$ cat src/hw/rtl/ritoa_pkg.sv
// ============================================================================
// Radix integer-to-ASCII package
// Shared widths, transaction types and the digit-to-glyph mapping for the
// radix integer-to-ASCII converter.
// ============================================================================
package ritoa_pkg;

    // Field widths of the transactions.
    localparam int NUMBER_W = 64;
    localparam int RADIX_W  = 6;
    localparam int CHAR_W   = 7;

    // Number of low bits of the input value that take part in the conversion.
    localparam int VALUE_WIDTH = 64;

    // Digit storage.
    localparam int DIGIT_W     = 6;
    localparam int STORE_DEPTH = 64;
    localparam int ADDR_W      = $clog2(STORE_DEPTH);
    localparam int COUNT_W     = ADDR_W + 1;

    // Long division retires DIV_STEPS quotient bits per cycle.
    localparam int DIV_STEPS  = 8;
    localparam int DIV_CYCLES = (VALUE_WIDTH + DIV_STEPS - 1) / DIV_STEPS;
    localparam int PAD_WIDTH  = DIV_CYCLES * DIV_STEPS;
    localparam int STEP_W     = $clog2(DIV_CYCLES + 1);

    // Valid bases and glyph constants.
    localparam logic [RADIX_W-1:0] RADIX_MIN  = RADIX_W'(2);
    localparam logic [RADIX_W-1:0] DIGIT_SPAN = RADIX_W'(10 + 26);
    localparam logic [RADIX_W-1:0] DEC_SPAN   = RADIX_W'(10);
    localparam logic [CHAR_W-1:0]  CHAR_ZERO  = CHAR_W'(8'h30);
    localparam logic [CHAR_W-1:0]  CHAR_LC_A  = CHAR_W'(8'h61);
    localparam logic [CHAR_W-1:0]  CHAR_LC_Z  = CHAR_W'(8'h7a);

    typedef struct packed {
        logic [NUMBER_W-1:0] number;
        logic [RADIX_W-1:0]  radix;
    } t_in_item;

    typedef struct packed {
        logic [CHAR_W-1:0] character;
        logic              last;
        logic              error;
    } t_out_item;

    // Maps a digit value to its lower-case ASCII glyph.
    function automatic logic [CHAR_W-1:0] digit_glyph(input logic [DIGIT_W-1:0] d);
        logic [CHAR_W-1:0] g;
        if (d < DEC_SPAN) begin
            g = CHAR_ZERO + CHAR_W'(d);
        end else if (d < DIGIT_SPAN) begin
            g = CHAR_LC_A + CHAR_W'(d - DEC_SPAN);
        end else begin
            g = '0;
        end
        return g;
    endfunction

endpackage

$ cat src/hw/rtl/radix_integer_to_ascii_core.sv
// ============================================================================
// Radix integer-to-ASCII converter core
// Converts an unsigned value into ASCII digits of a base from 2 to 36 and
// emits them most significant first, one character per output transaction.
// ============================================================================
// Timing: each digit of a nonzero value takes a full pass of the padded value through
// the divider, which retires eight quotient bits per cycle. Each character is read from
// the digit store in S_RD and registered into the output in S_WAIT.
// Input: the next input is stalled until the last character, or the error transaction
// for an invalid base, has been issued; receiver stalls hold the core in S_RD or S_ERR.
// Reset is synchronous, active low, and clears the control state but not the memory.
module radix_integer_to_ascii_core (
    input  logic                  i_clk,
    input  logic                  i_rst_n,
    input  logic                  i_in_valid,
    output logic                  o_in_stall,
    input  ritoa_pkg::t_in_item   i_in,
    output logic                  o_out_valid,
    input  logic                  i_out_stall,
    output ritoa_pkg::t_out_item  o_out
);
    import ritoa_pkg::*;

    typedef enum logic [4:0] {
        S_IDLE = 5'b00001,
        S_ERR  = 5'b00010,
        S_DIV  = 5'b00100,
        S_RD   = 5'b01000,
        S_WAIT = 5'b10000
    } t_state;

    t_state               r_state, n_state;
    logic [PAD_WIDTH-1:0] r_val, n_val;
    logic [DIGIT_W-1:0]   r_rem, n_rem;
    logic [RADIX_W-1:0]   r_radix, n_radix;
    logic [STEP_W-1:0]    r_step, n_step;
    logic [COUNT_W-1:0]   r_count, n_count;
    logic [ADDR_W-1:0]    r_ptr, n_ptr;
    t_out_item            r_out, n_out;
    logic                 r_out_vld, n_out_vld;
    logic [DIGIT_W-1:0]   r_rd_data;

    logic [DIGIT_W-1:0]   mem [STORE_DEPTH];
    logic                 mem_we;
    logic [ADDR_W-1:0]    mem_wa;
    logic [DIGIT_W-1:0]   mem_wd;
    logic                 rd_en;

    logic [PAD_WIDTH-1:0] div_val;
    logic [DIGIT_W-1:0]   div_rem;
    logic                 out_free;
    logic                 radix_ok;
    logic [VALUE_WIDTH-1:0] in_value;

    assign o_in_stall  = (r_state != S_IDLE);
    assign o_out_valid = r_out_vld;
    assign o_out       = r_out;

    assign out_free = !r_out_vld || !i_out_stall;
    assign radix_ok = (i_in.radix >= RADIX_MIN) && (i_in.radix <= DIGIT_SPAN);
    assign in_value = i_in.number[VALUE_WIDTH-1:0];

    // Restoring long division: each step shifts one dividend bit into the
    // remainder and shifts the quotient bit into the bottom of the same word.
    always_comb begin
        logic [PAD_WIDTH-1:0] v;
        logic [DIGIT_W:0]     t;
        logic [DIGIT_W-1:0]   rm;
        v  = r_val;
        rm = r_rem;
        for (int i = 0; i < DIV_STEPS; i++) begin
            t = {rm, v[PAD_WIDTH-1]};
            v = {v[PAD_WIDTH-2:0], 1'b0};
            if (t >= {1'b0, r_radix}) begin
                t    = t - {1'b0, r_radix};
                v[0] = 1'b1;
            end
            rm = t[DIGIT_W-1:0];
        end
        div_val = v;
        div_rem = rm;
    end

    always_comb begin
        n_state   = r_state;
        n_val     = r_val;
        n_rem     = r_rem;
        n_radix   = r_radix;
        n_step    = r_step;
        n_count   = r_count;
        n_ptr     = r_ptr;
        n_out     = r_out;
        n_out_vld = r_out_vld;
        mem_we    = 1'b0;
        mem_wa    = r_count[ADDR_W-1:0];
        mem_wd    = div_rem;
        rd_en     = 1'b0;

        if (r_out_vld && !i_out_stall) begin
            n_out_vld = 1'b0;
        end

        case (r_state)
            S_IDLE: begin
                if (i_in_valid) begin
                    if (!radix_ok) begin
                        n_state = S_ERR;
                    end else begin
                        n_radix = i_in.radix;
                        n_val   = PAD_WIDTH'(in_value);
                        n_rem   = '0;
                        n_step  = '0;
                        if (in_value == '0) begin
                            // A zero value is the single digit zero.
                            mem_we  = 1'b1;
                            mem_wa  = '0;
                            mem_wd  = '0;
                            n_count = COUNT_W'(1);
                            n_ptr   = '0;
                            n_state = S_RD;
                        end else begin
                            n_count = '0;
                            n_state = S_DIV;
                        end
                    end
                end
            end
            S_ERR: begin
                if (out_free) begin
                    n_out.character = '0;
                    n_out.last      = 1'b1;
                    n_out.error     = 1'b1;
                    n_out_vld       = 1'b1;
                    n_state         = S_IDLE;
                end
            end
            S_DIV: begin
                n_val  = div_val;
                n_rem  = div_rem;
                n_step = r_step + 1'b1;
                if (r_step == STEP_W'(DIV_CYCLES - 1)) begin
                    mem_we  = 1'b1;
                    mem_wa  = r_count[ADDR_W-1:0];
                    mem_wd  = div_rem;
                    n_count = r_count + 1'b1;
                    n_rem   = '0;
                    n_step  = '0;
                    if ((div_val == '0) || (r_count == COUNT_W'(STORE_DEPTH - 1))) begin
                        n_ptr   = r_count[ADDR_W-1:0];
                        n_state = S_RD;
                    end
                end
            end
            S_RD: begin
                // Issue the read only when the output register is free at
                // the edge where the character lands.
                if (out_free) begin
                    rd_en   = 1'b1;
                    n_state = S_WAIT;
                end
            end
            S_WAIT: begin
                n_out.character = digit_glyph(r_rd_data);
                n_out.last      = (r_ptr == '0);
                n_out.error     = 1'b0;
                n_out_vld       = 1'b1;
                if (r_ptr == '0) begin
                    n_state = S_IDLE;
                end else begin
                    n_ptr   = r_ptr - 1'b1;
                    n_state = S_RD;
                end
            end
            default: begin
                n_state = S_IDLE;
            end
        endcase
    end

    always_ff @(posedge i_clk) begin
        if (mem_we) begin
            mem[mem_wa] <= mem_wd;
        end
        if (rd_en) begin
            r_rd_data <= mem[r_ptr];
        end
    end

    always_ff @(posedge i_clk) begin
        if (!i_rst_n) begin
            r_state   <= S_IDLE;
            r_out_vld <= 1'b0;
            r_count   <= '0;
            r_step    <= '0;
        end else begin
            r_state   <= n_state;
            r_out_vld <= n_out_vld;
            r_count   <= n_count;
            r_step    <= n_step;
        end
    end

    always_ff @(posedge i_clk) begin
        r_val   <= n_val;
        r_rem   <= n_rem;
        r_radix <= n_radix;
        r_ptr   <= n_ptr;
        r_out   <= n_out;
    end

    // The partial remainder always stays below the base.
    a_rem_below_radix: assert property (@(posedge i_clk) disable iff (!i_rst_n)
        (r_state == S_DIV) |-> (r_rem < r_radix))
        else $error("partial remainder not below radix");

    // The digit count never exceeds the store depth.
    a_count_bound: assert property (@(posedge i_clk) disable iff (!i_rst_n)
        r_count <= COUNT_W'(STORE_DEPTH))
        else $error("digit count beyond store depth");

    // Emission only reads entries written during the current item.
    a_ptr_in_range: assert property (@(posedge i_clk) disable iff (!i_rst_n)
        ((r_state == S_RD) || (r_state == S_WAIT)) |-> (COUNT_W'(r_ptr) < r_count))
        else $error("read pointer outside collected digits");

    // An error transaction is a lone, empty, final character.
    a_error_shape: assert property (@(posedge i_clk) disable iff (!i_rst_n)
        (r_out_vld && r_out.error) |-> (r_out.last && (r_out.character == '0)))
        else $error("malformed error transaction");

    // A character that is not an error is a valid digit glyph.
    a_glyph_range: assert property (@(posedge i_clk) disable iff (!i_rst_n)
        (r_out_vld && !r_out.error) |->
            (r_out.character >= CHAR_ZERO) && (r_out.character <= CHAR_LC_Z))
        else $error("character outside digit glyphs");

endmodule
$ cat config.mk
export PLATFORM = sky130hd
export DESIGN_NAME = radix_integer_to_ascii_core
export DESIGN_NICKNAME = d
export VERILOG_FILES = /design/src/hw/rtl/ritoa_pkg.sv /design/src/hw/rtl/radix_integer_to_ascii_core.sv
export SDC_FILE = /design/constraint.sdc
export NUM_CORES = 1
export LEC_CHECK = 0
export BUFFER_PORTS_ARGS = -buffer_cell sky130_fd_sc_hd__buf_4
export CAP_MARGIN = 5
export CORE_MARGIN = 1.5
export CORE_UTILIZATION = 60
export CTS_BUF_LIST = sky130_fd_sc_hd__clkbuf_16
export CTS_CLUSTER_DIAMETER = 100
export CTS_CLUSTER_SIZE = 10
export DETAILED_ROUTE_END_ITERATION = 10
export GPL_ROUTABILITY_DRIVEN = 0
export GPL_TIMING_DRIVEN = 0
export PLACE_DENSITY = 0.78
export RECOVER_POWER = 25
export SKIP_CTS_REPAIR_TIMING = 1
export SLEW_MARGIN = 5
export SYNTH_ARGS = -nofsm -noshare
export SYNTH_HDL_FRONTEND = slang
export SYNTH_SLANG_ARGS = --single-unit
$ cat constraint.sdc
create_clock -name i_clk -period 19.4 [get_ports i_clk]
set_input_delay 0.97 -clock i_clk [delete_from_list [all_inputs] [get_ports i_clk]]
set_output_delay 0.97 -clock i_clk [all_outputs]
set_load 0.1 [all_outputs]
== After elaboration in Yosys (flattened, before gate mapping) ==
Memories as Yosys holds them, arrays and structs flattened. A register that Yosys moved wholly into a read port is not among the register bits.
Cells that the tools add are included.

* Bits in registers: 108
* Latch bits: 0
* RAM bits: 384
* ROM bits: 0
* Input port bits: 74
* Output and inout bits: 11
* Logic and storage cells: 144
* Memories kept: 1

* Add/sub/neg operators: 14
* Multipliers: 0
* Div/mod/pow operators: 0
* Magnitude comparators: 12
* Equality and inequality tests: 16
* Shift operators: 0
* Multiplexer cells: 72
* Bitwise gates (word level): 0
* Reduce and logical (&&, ||, !) cells: 18

{| class="wikitable"
|+ Memories
! name !! depth !! bits a word !! read ports !! clocked after memory_dff !! write ports !! line !! source
|-
| mem || 64 || 6 || 1 || 1 || 1 || radix_integer_to_ascii_core.sv:43 || <nowiki>logic [DIGIT_W-1:0] mem [STORE_DEPTH];</nowiki>
|}

{| class="wikitable"
|+ Operators with widths
! operator !! number
|-
| 2-to-1 mux 6 bit || 25
|-
| zero test 64 bit || 2
|-
| 2-to-1 mux 64 bit || 2
|-
| case mux 64 bit (2 select lines) || 1
|-
| greater-or-equal comparator 7 x 6 -> 1 bit || 8
|-
| subtractor 6 bit || 8
|-
| 2-to-1 mux 7 bit || 5
|-
| 2-to-1 mux 5 bit || 5
|-
| case mux 5 bit (5 select lines) || 1
|-
| 2-to-1 mux 4 bit || 6
|-
| 2-to-1 mux 1 bit || 19
|-
| case mux 6 bit (3 select lines) || 1
|-
| case mux 9 bit (2 select lines) || 1
|-
| inequality test 2 bit, second input constant || 8
|-
| case mux 7 bit (2 select lines) || 1
|-
| case mux 6 bit (2 select lines) || 1
|-
| 2-to-1 mux 9 bit || 1
|-
| case mux 4 bit (2 select lines) || 1
|-
| adder 6 x 6 -> 7 bit, first input constant || 1
|-
| adder 7 x 1 -> 7 bit, second input constant || 1
|-
| adder 7 bit, first input constant || 1
|-
| == test 7 x 6 -> 1 bit, second input constant || 1
|-
| AND reduction 7 bit || 1
|-
| subtractor 6 x 4 -> 7 bit, second input constant || 1
|-
| other kinds (24) || 30
|}

== Longest topological paths before layout ==
* Depth after elaboration: 21
* Depth in mapped cells: 82
* Gate-level depth less buffers: 77

== Least setup slack after synthesis ==
No wires, ideal clock.

* Path kind: flip-flop to flip-flop
* Start point: register r_radix[1]
* End point: memory mem[0][0], data pin
* Setup time: 0.499 ns
* Arrival time: 17.149 ns
* Required time: 18.901 ns
* Setup slack: 1.752 ns
* Cell stages (with the launch flop): 77
* Path buffers: 4
* Clock period less this slack: 17.648 ns
* Cell sequence: edfxtp_1 inv_1 ha_1 a21o_1 a31oi_1 o21ai_2 o21ai_0 inv_1 ha_1 nor2b_1 o31ai_1 a21oi_1 a221oi_1 nand2_1 mux2i_1 ha_1 o21ai_0 nor2_1 [... 41 more ...] o21ai_0 nand3b_1 a21oi_1 o31ai_1 a211oi_4 mux2i_1 mux2i_1 ha_1 a21o_1 a21o_1 a21o_1 a21o_1 a31o_2 a21oi_1 o21ai_1 a21oi_4 mux2_4 nor2_1

* Word-level cells in the longest chain between the ends: 20
* Elaborated cells between the ends (all ways): 27
* Those cells by class: add/sub: 7; order compare: 8; mux: 12

{| class="wikitable"
|+ RTL lines
! element !! line !! source
|-
| start, declared || radix_integer_to_ascii_core.sv:35 || <nowiki>logic [RADIX_W-1:0] r_radix, n_radix;</nowiki>
|-
| start signal, assigned || radix_integer_to_ascii_core.sv:206 || <nowiki>r_radix <= n_radix;</nowiki>
|-
| subtractor 6 bit or greater-or-equal comparator 7 x 6 -> 1 bit (tied branches) || radix_integer_to_ascii_core.sv:75, radix_integer_to_ascii_core.sv:74 ||
|-
| 2-to-1 mux 6 bit || radix_integer_to_ascii_core.sv:74 || <nowiki>if (t >= {1'b0, r_radix}) begin</nowiki>
|-
| subtractor 6 bit or greater-or-equal comparator 7 x 6 -> 1 bit (tied branches) || radix_integer_to_ascii_core.sv:75, radix_integer_to_ascii_core.sv:74 ||
|-
| 2-to-1 mux 6 bit || radix_integer_to_ascii_core.sv:74 ||
|-
| subtractor 6 bit or greater-or-equal comparator 7 x 6 -> 1 bit (tied branches) || radix_integer_to_ascii_core.sv:75, radix_integer_to_ascii_core.sv:74 ||
|-
| 2-to-1 mux 6 bit || radix_integer_to_ascii_core.sv:74 ||
|-
| subtractor 6 bit or greater-or-equal comparator 7 x 6 -> 1 bit (tied branches) || radix_integer_to_ascii_core.sv:75, radix_integer_to_ascii_core.sv:74 ||
|-
| 2-to-1 mux 6 bit || radix_integer_to_ascii_core.sv:74 ||
|-
| [... 5 more ...] || - ||
|-
| 2-to-1 mux 6 bit || radix_integer_to_ascii_core.sv:74 ||
|-
| greater-or-equal comparator 7 x 6 -> 1 bit (*) || radix_integer_to_ascii_core.sv:74 ||
|-
| 2-to-1 mux 6 bit (*) || radix_integer_to_ascii_core.sv:74 ||
|-
| 2-to-1 mux 6 bit || radix_integer_to_ascii_core.sv:113 || <nowiki>if (in_value == '0) begin</nowiki>
|-
| 2-to-1 mux 6 bit || radix_integer_to_ascii_core.sv:106 || <nowiki>if (!radix_ok) begin</nowiki>
|-
| 2-to-1 mux 6 bit || radix_integer_to_ascii_core.sv:105 || <nowiki>if (i_in_valid) begin</nowiki>
|-
| 2-to-1 mux 6 bit (*) || - ||
|-
| via mem_wd[0] || radix_integer_to_ascii_core.sv:46 || <nowiki>logic [DIGIT_W-1:0] mem_wd;</nowiki>
|-
| end, declared || radix_integer_to_ascii_core.sv:43 ||
|}

Mark *: on every way through the listed nets, which the timed path passes. The rest lies on a longest branch.

== Final worst setup path ==
* Start point: register r_radix[2]
* End point: memory mem[38][0], data pin

* Word-level cells in the longest chain between the ends: 20
* Elaborated cells between the ends (all ways): 27
* Those cells by class: add/sub: 7; order compare: 8; mux: 12

{| class="wikitable"
|+ RTL lines
! element !! line
|-
| subtractor 6 bit or greater-or-equal comparator 7 x 6 -> 1 bit (tied branches) || radix_integer_to_ascii_core.sv:75, radix_integer_to_ascii_core.sv:74
|-
| 2-to-1 mux 6 bit || radix_integer_to_ascii_core.sv:74
|-
| subtractor 6 bit or greater-or-equal comparator 7 x 6 -> 1 bit (tied branches) || radix_integer_to_ascii_core.sv:75, radix_integer_to_ascii_core.sv:74
|-
| 2-to-1 mux 6 bit || radix_integer_to_ascii_core.sv:74
|-
| subtractor 6 bit or greater-or-equal comparator 7 x 6 -> 1 bit (tied branches) || radix_integer_to_ascii_core.sv:75, radix_integer_to_ascii_core.sv:74
|-
| 2-to-1 mux 6 bit || radix_integer_to_ascii_core.sv:74
|-
| subtractor 6 bit or greater-or-equal comparator 7 x 6 -> 1 bit (tied branches) || radix_integer_to_ascii_core.sv:75, radix_integer_to_ascii_core.sv:74
|-
| 2-to-1 mux 6 bit || radix_integer_to_ascii_core.sv:74
|-
| [... 5 more ...] || -
|-
| 2-to-1 mux 6 bit || radix_integer_to_ascii_core.sv:74
|-
| greater-or-equal comparator 7 x 6 -> 1 bit (*) || radix_integer_to_ascii_core.sv:74
|-
| 2-to-1 mux 6 bit (*) || radix_integer_to_ascii_core.sv:74
|-
| 2-to-1 mux 6 bit || radix_integer_to_ascii_core.sv:113
|-
| 2-to-1 mux 6 bit || radix_integer_to_ascii_core.sv:106
|-
| 2-to-1 mux 6 bit || radix_integer_to_ascii_core.sv:105
|-
| 2-to-1 mux 6 bit (*) || -
|-
| via mem_wd[0] || radix_integer_to_ascii_core.sv:46
|}

Marked as above.

==> run metrics <==
Num Clock Sinks between 400 and 500; largest net degree at the start of global routing a little over 70; Placed Cells ~2400; Worst path max stage delay between 0.4 and 0.5 ns; Avg Cell Area, Syn between 10 and 15 um2; Netlist cell types between 70 and 80; cell row count between 70 and 80; R2R Path End mem[38][0]$_DFFE_PP_; worst path buffer plus inverter count 11; maxcap violations 3; Die Span X 200.7 um; layout cells sized above 1 between 10% and 20%; Setup CP Type flip-flop to flip-flop; HP Start r_step[3]$_SDFFE_PN0P_; port bufs 83; Clk Latency, worst-skew pair about 0.62 ns; CP endpoint kind flip-flop; Final setup viols 0; CP max-delay cell a311o_1; number of non-filler instances in the completed layout around 2500; Startpoint Class flip-flop; Reg2Reg Depth 80; IO Pins 85; Final ANT Viol Nets 0; die height between 200 and 250 um; max frequency between 50 and 60 MHz; hold crit path type flip-flop to flip-flop; Worst Hold Path EP r_step[3]$_SDFFE_PN0P_; cell area after synthesis 23450 um2; Final Hold Viols 0; Remaining Overflow, GRT 0; CP required between 15 and 20 ns; # H-tree levels 2; Crit Path Max Fanout 37; sequential share of the synthesized area between 60% and 70%; vias in the first global route 15846; dpl ws -0.5194 ns; asr flop ratio synth 0%; most common cell after layout, fill and taps aside edfxtp_1; Post-synth EDFFs around 480; HPWL after DPL ~41000 um; Tcrit/Tclk final 95.62%; first-iteration detailed-routing DRC count about 2100; Area growth syn-to-layout 14.44%; clock transition at the registers of the reported paths about 0.06 ns; nets@finish between 2000 and 2500; Max Buffers Root-to-Sink 3; CTS tree built; Rel. slew slack -149.7%; Vias/cell 6.584; Worst path top cell family by delay compound AO/OA/AOI/OAI gates; most used cells in the layout excluding fill and tap cells edfxtp_1, nand2_1, nor2_1, buf_4, mux2i_1; initial antenna violation count 2; Avg WL per Cell approximately 25 um; core area between 30000 and 40000 um2; Final Cell Area approximately 27000 um2; Slew @ Worst Pin 3.746 ns; Synth Instances about 1700; # DRC 0; CTS buffer count 55; Worst Skew roughly 0.044 ns; Yosys reg bits 498; DR pass1 iterations 6; Synthesis Warnings 0; fin. max-slew vios between 90 and 100; Tot GR Track Use ~30%; via count approximately 16000; Syn Nets around 1900; worst hold slack 0.4610 ns; Initial Util 60.67%; Post-Route WL 62820 um; DP Area between 20000 and 25000 um2; setup ws final ~0.85 ns; full die area 40280 um2; R2R setup slack approximately 0.85 ns; crit path DAT between 15 and 20 ns; first-pass GRT wire length 92070 um; worst r2r src r_radix[2]$_DFFE_PP_; Clock Tree Root clkbuf_16; outcome finished with violations; Min Clock Period, post-route between 15 and 20 ns; ys flop type edfxtp_1; WHS Path Cells 1; failing checks capacitance limit, slew limit
## synth_stat cells (all sizes together) (14+ instances only)
library cell | instances | area share (%)
edfxtp | 481 | 62
nand2 | 229 | 3.7
nor2 | 163 | 2.6
mux2i | 88 | 3.8
o21ai | 73 | 1.6
a21oi | 68 | 1.5
mux4 | 63 | 6.1
clkbuf | 55 | 0.88
ha | 55 | 2.9
inv | 48 | 0.77
nor4 | 36 | 1.0
buf | 26 | 0.54
nand3 | 26 | 0.55
o22ai | 22 | 0.59
nor3 | 21 | 0.45
o221ai | 21 | 0.78
xnor2 | 20 | 0.75
nand2b | 19 | 0.51
xor2 | 19 | 0.71
mux2 | 18 | 0.90
dfxtp | 17 | 1.5
nor2b | 16 | 0.43
a21o | 15 | 0.48
nand4 | 14 | 0.37
## cells by family after synthesis
group	count (synthesis)	share of synthesized area, %
and+or+nand+nor	576	11.19
adders and majority gates	63	3.618
AOI/OAI and AO/OA	272	7.791
DFF	498	63.05
xor gates and xnor gates	39	1.457
buffers and inverters	129	2.188
muxes	169	10.70
## per-stage QoR
stage                     utilization (%)  setup TNS, ns
after global routing                69.43         -20.48
after floorplan                         -              0
after detailed placement            64.61        -104.40
after CTS                           68.48        -131.32
after global placement              63.96       -1016.81
final                               69.43              0
## state kept, by name (all words and copies together), names as in the netlist
signal	flops
r_rem	6
r_step	4
r_ptr	6
r_val	64
r_rd_data	6
r_radix	6
o_out_valid	1
mem	384
r_state	5
o_out	9
r_count	7
## cell type report
cell class / count / area [um2]
Fill cell: 2572 / 11810
Sequential cell: 498 / 14780
Buffer: 80 / 332.8
Antenna cell: 2 / 5.005
Timing Repair Buffer: 129 / 1044
Tap cell: 518 / 648.1
Clock buffer: 55 / 1376
Multi-Input combinational cell: 1122 / 8332
Inverter: 48 / 195.2
Clock inverter: 20 / 117.6
## routing by layer
metal  GRT usage (%)  routed length, um  vias up
met3           6.477               7149      247
met4           14.50               3142        0
met2           48.31              29240     1089
met5               0                  0        -
met1           40.68              23290     7921
li1                -                  -     7019
## worst max-delay path by stage
stage | from | cells past startpoint | slack, ns | endpoint
floorplan | r_radix[1]$_DFFE_PP_ | 76 | 1.75 | mem[0][0]$_DFFE_PP_
CTS | r_radix[1]$_DFFE_PP_ | 75 | -0.61 | mem[46][4]$_DFFE_PP_
global placement | r_radix[1]$_DFFE_PP_ | 74 | -2.93 | mem[6][0]$_DFFE_PP_
finish | r_radix[2]$_DFFE_PP_ | 80 | 0.85 | mem[38][0]$_DFFE_PP_
detailed placement | r_radix[1]$_DFFE_PP_ | 75 | -0.52 | mem[6][4]$_DFFE_PP_
global route | r_radix[1]$_DFFE_PP_ | 80 | -0.17 | mem[38][0]$_DFFE_PP_
Power is left out: the tool's default activity adds up to more than one toggle a clock period on the data nets, which glitch-free logic cannot reach.
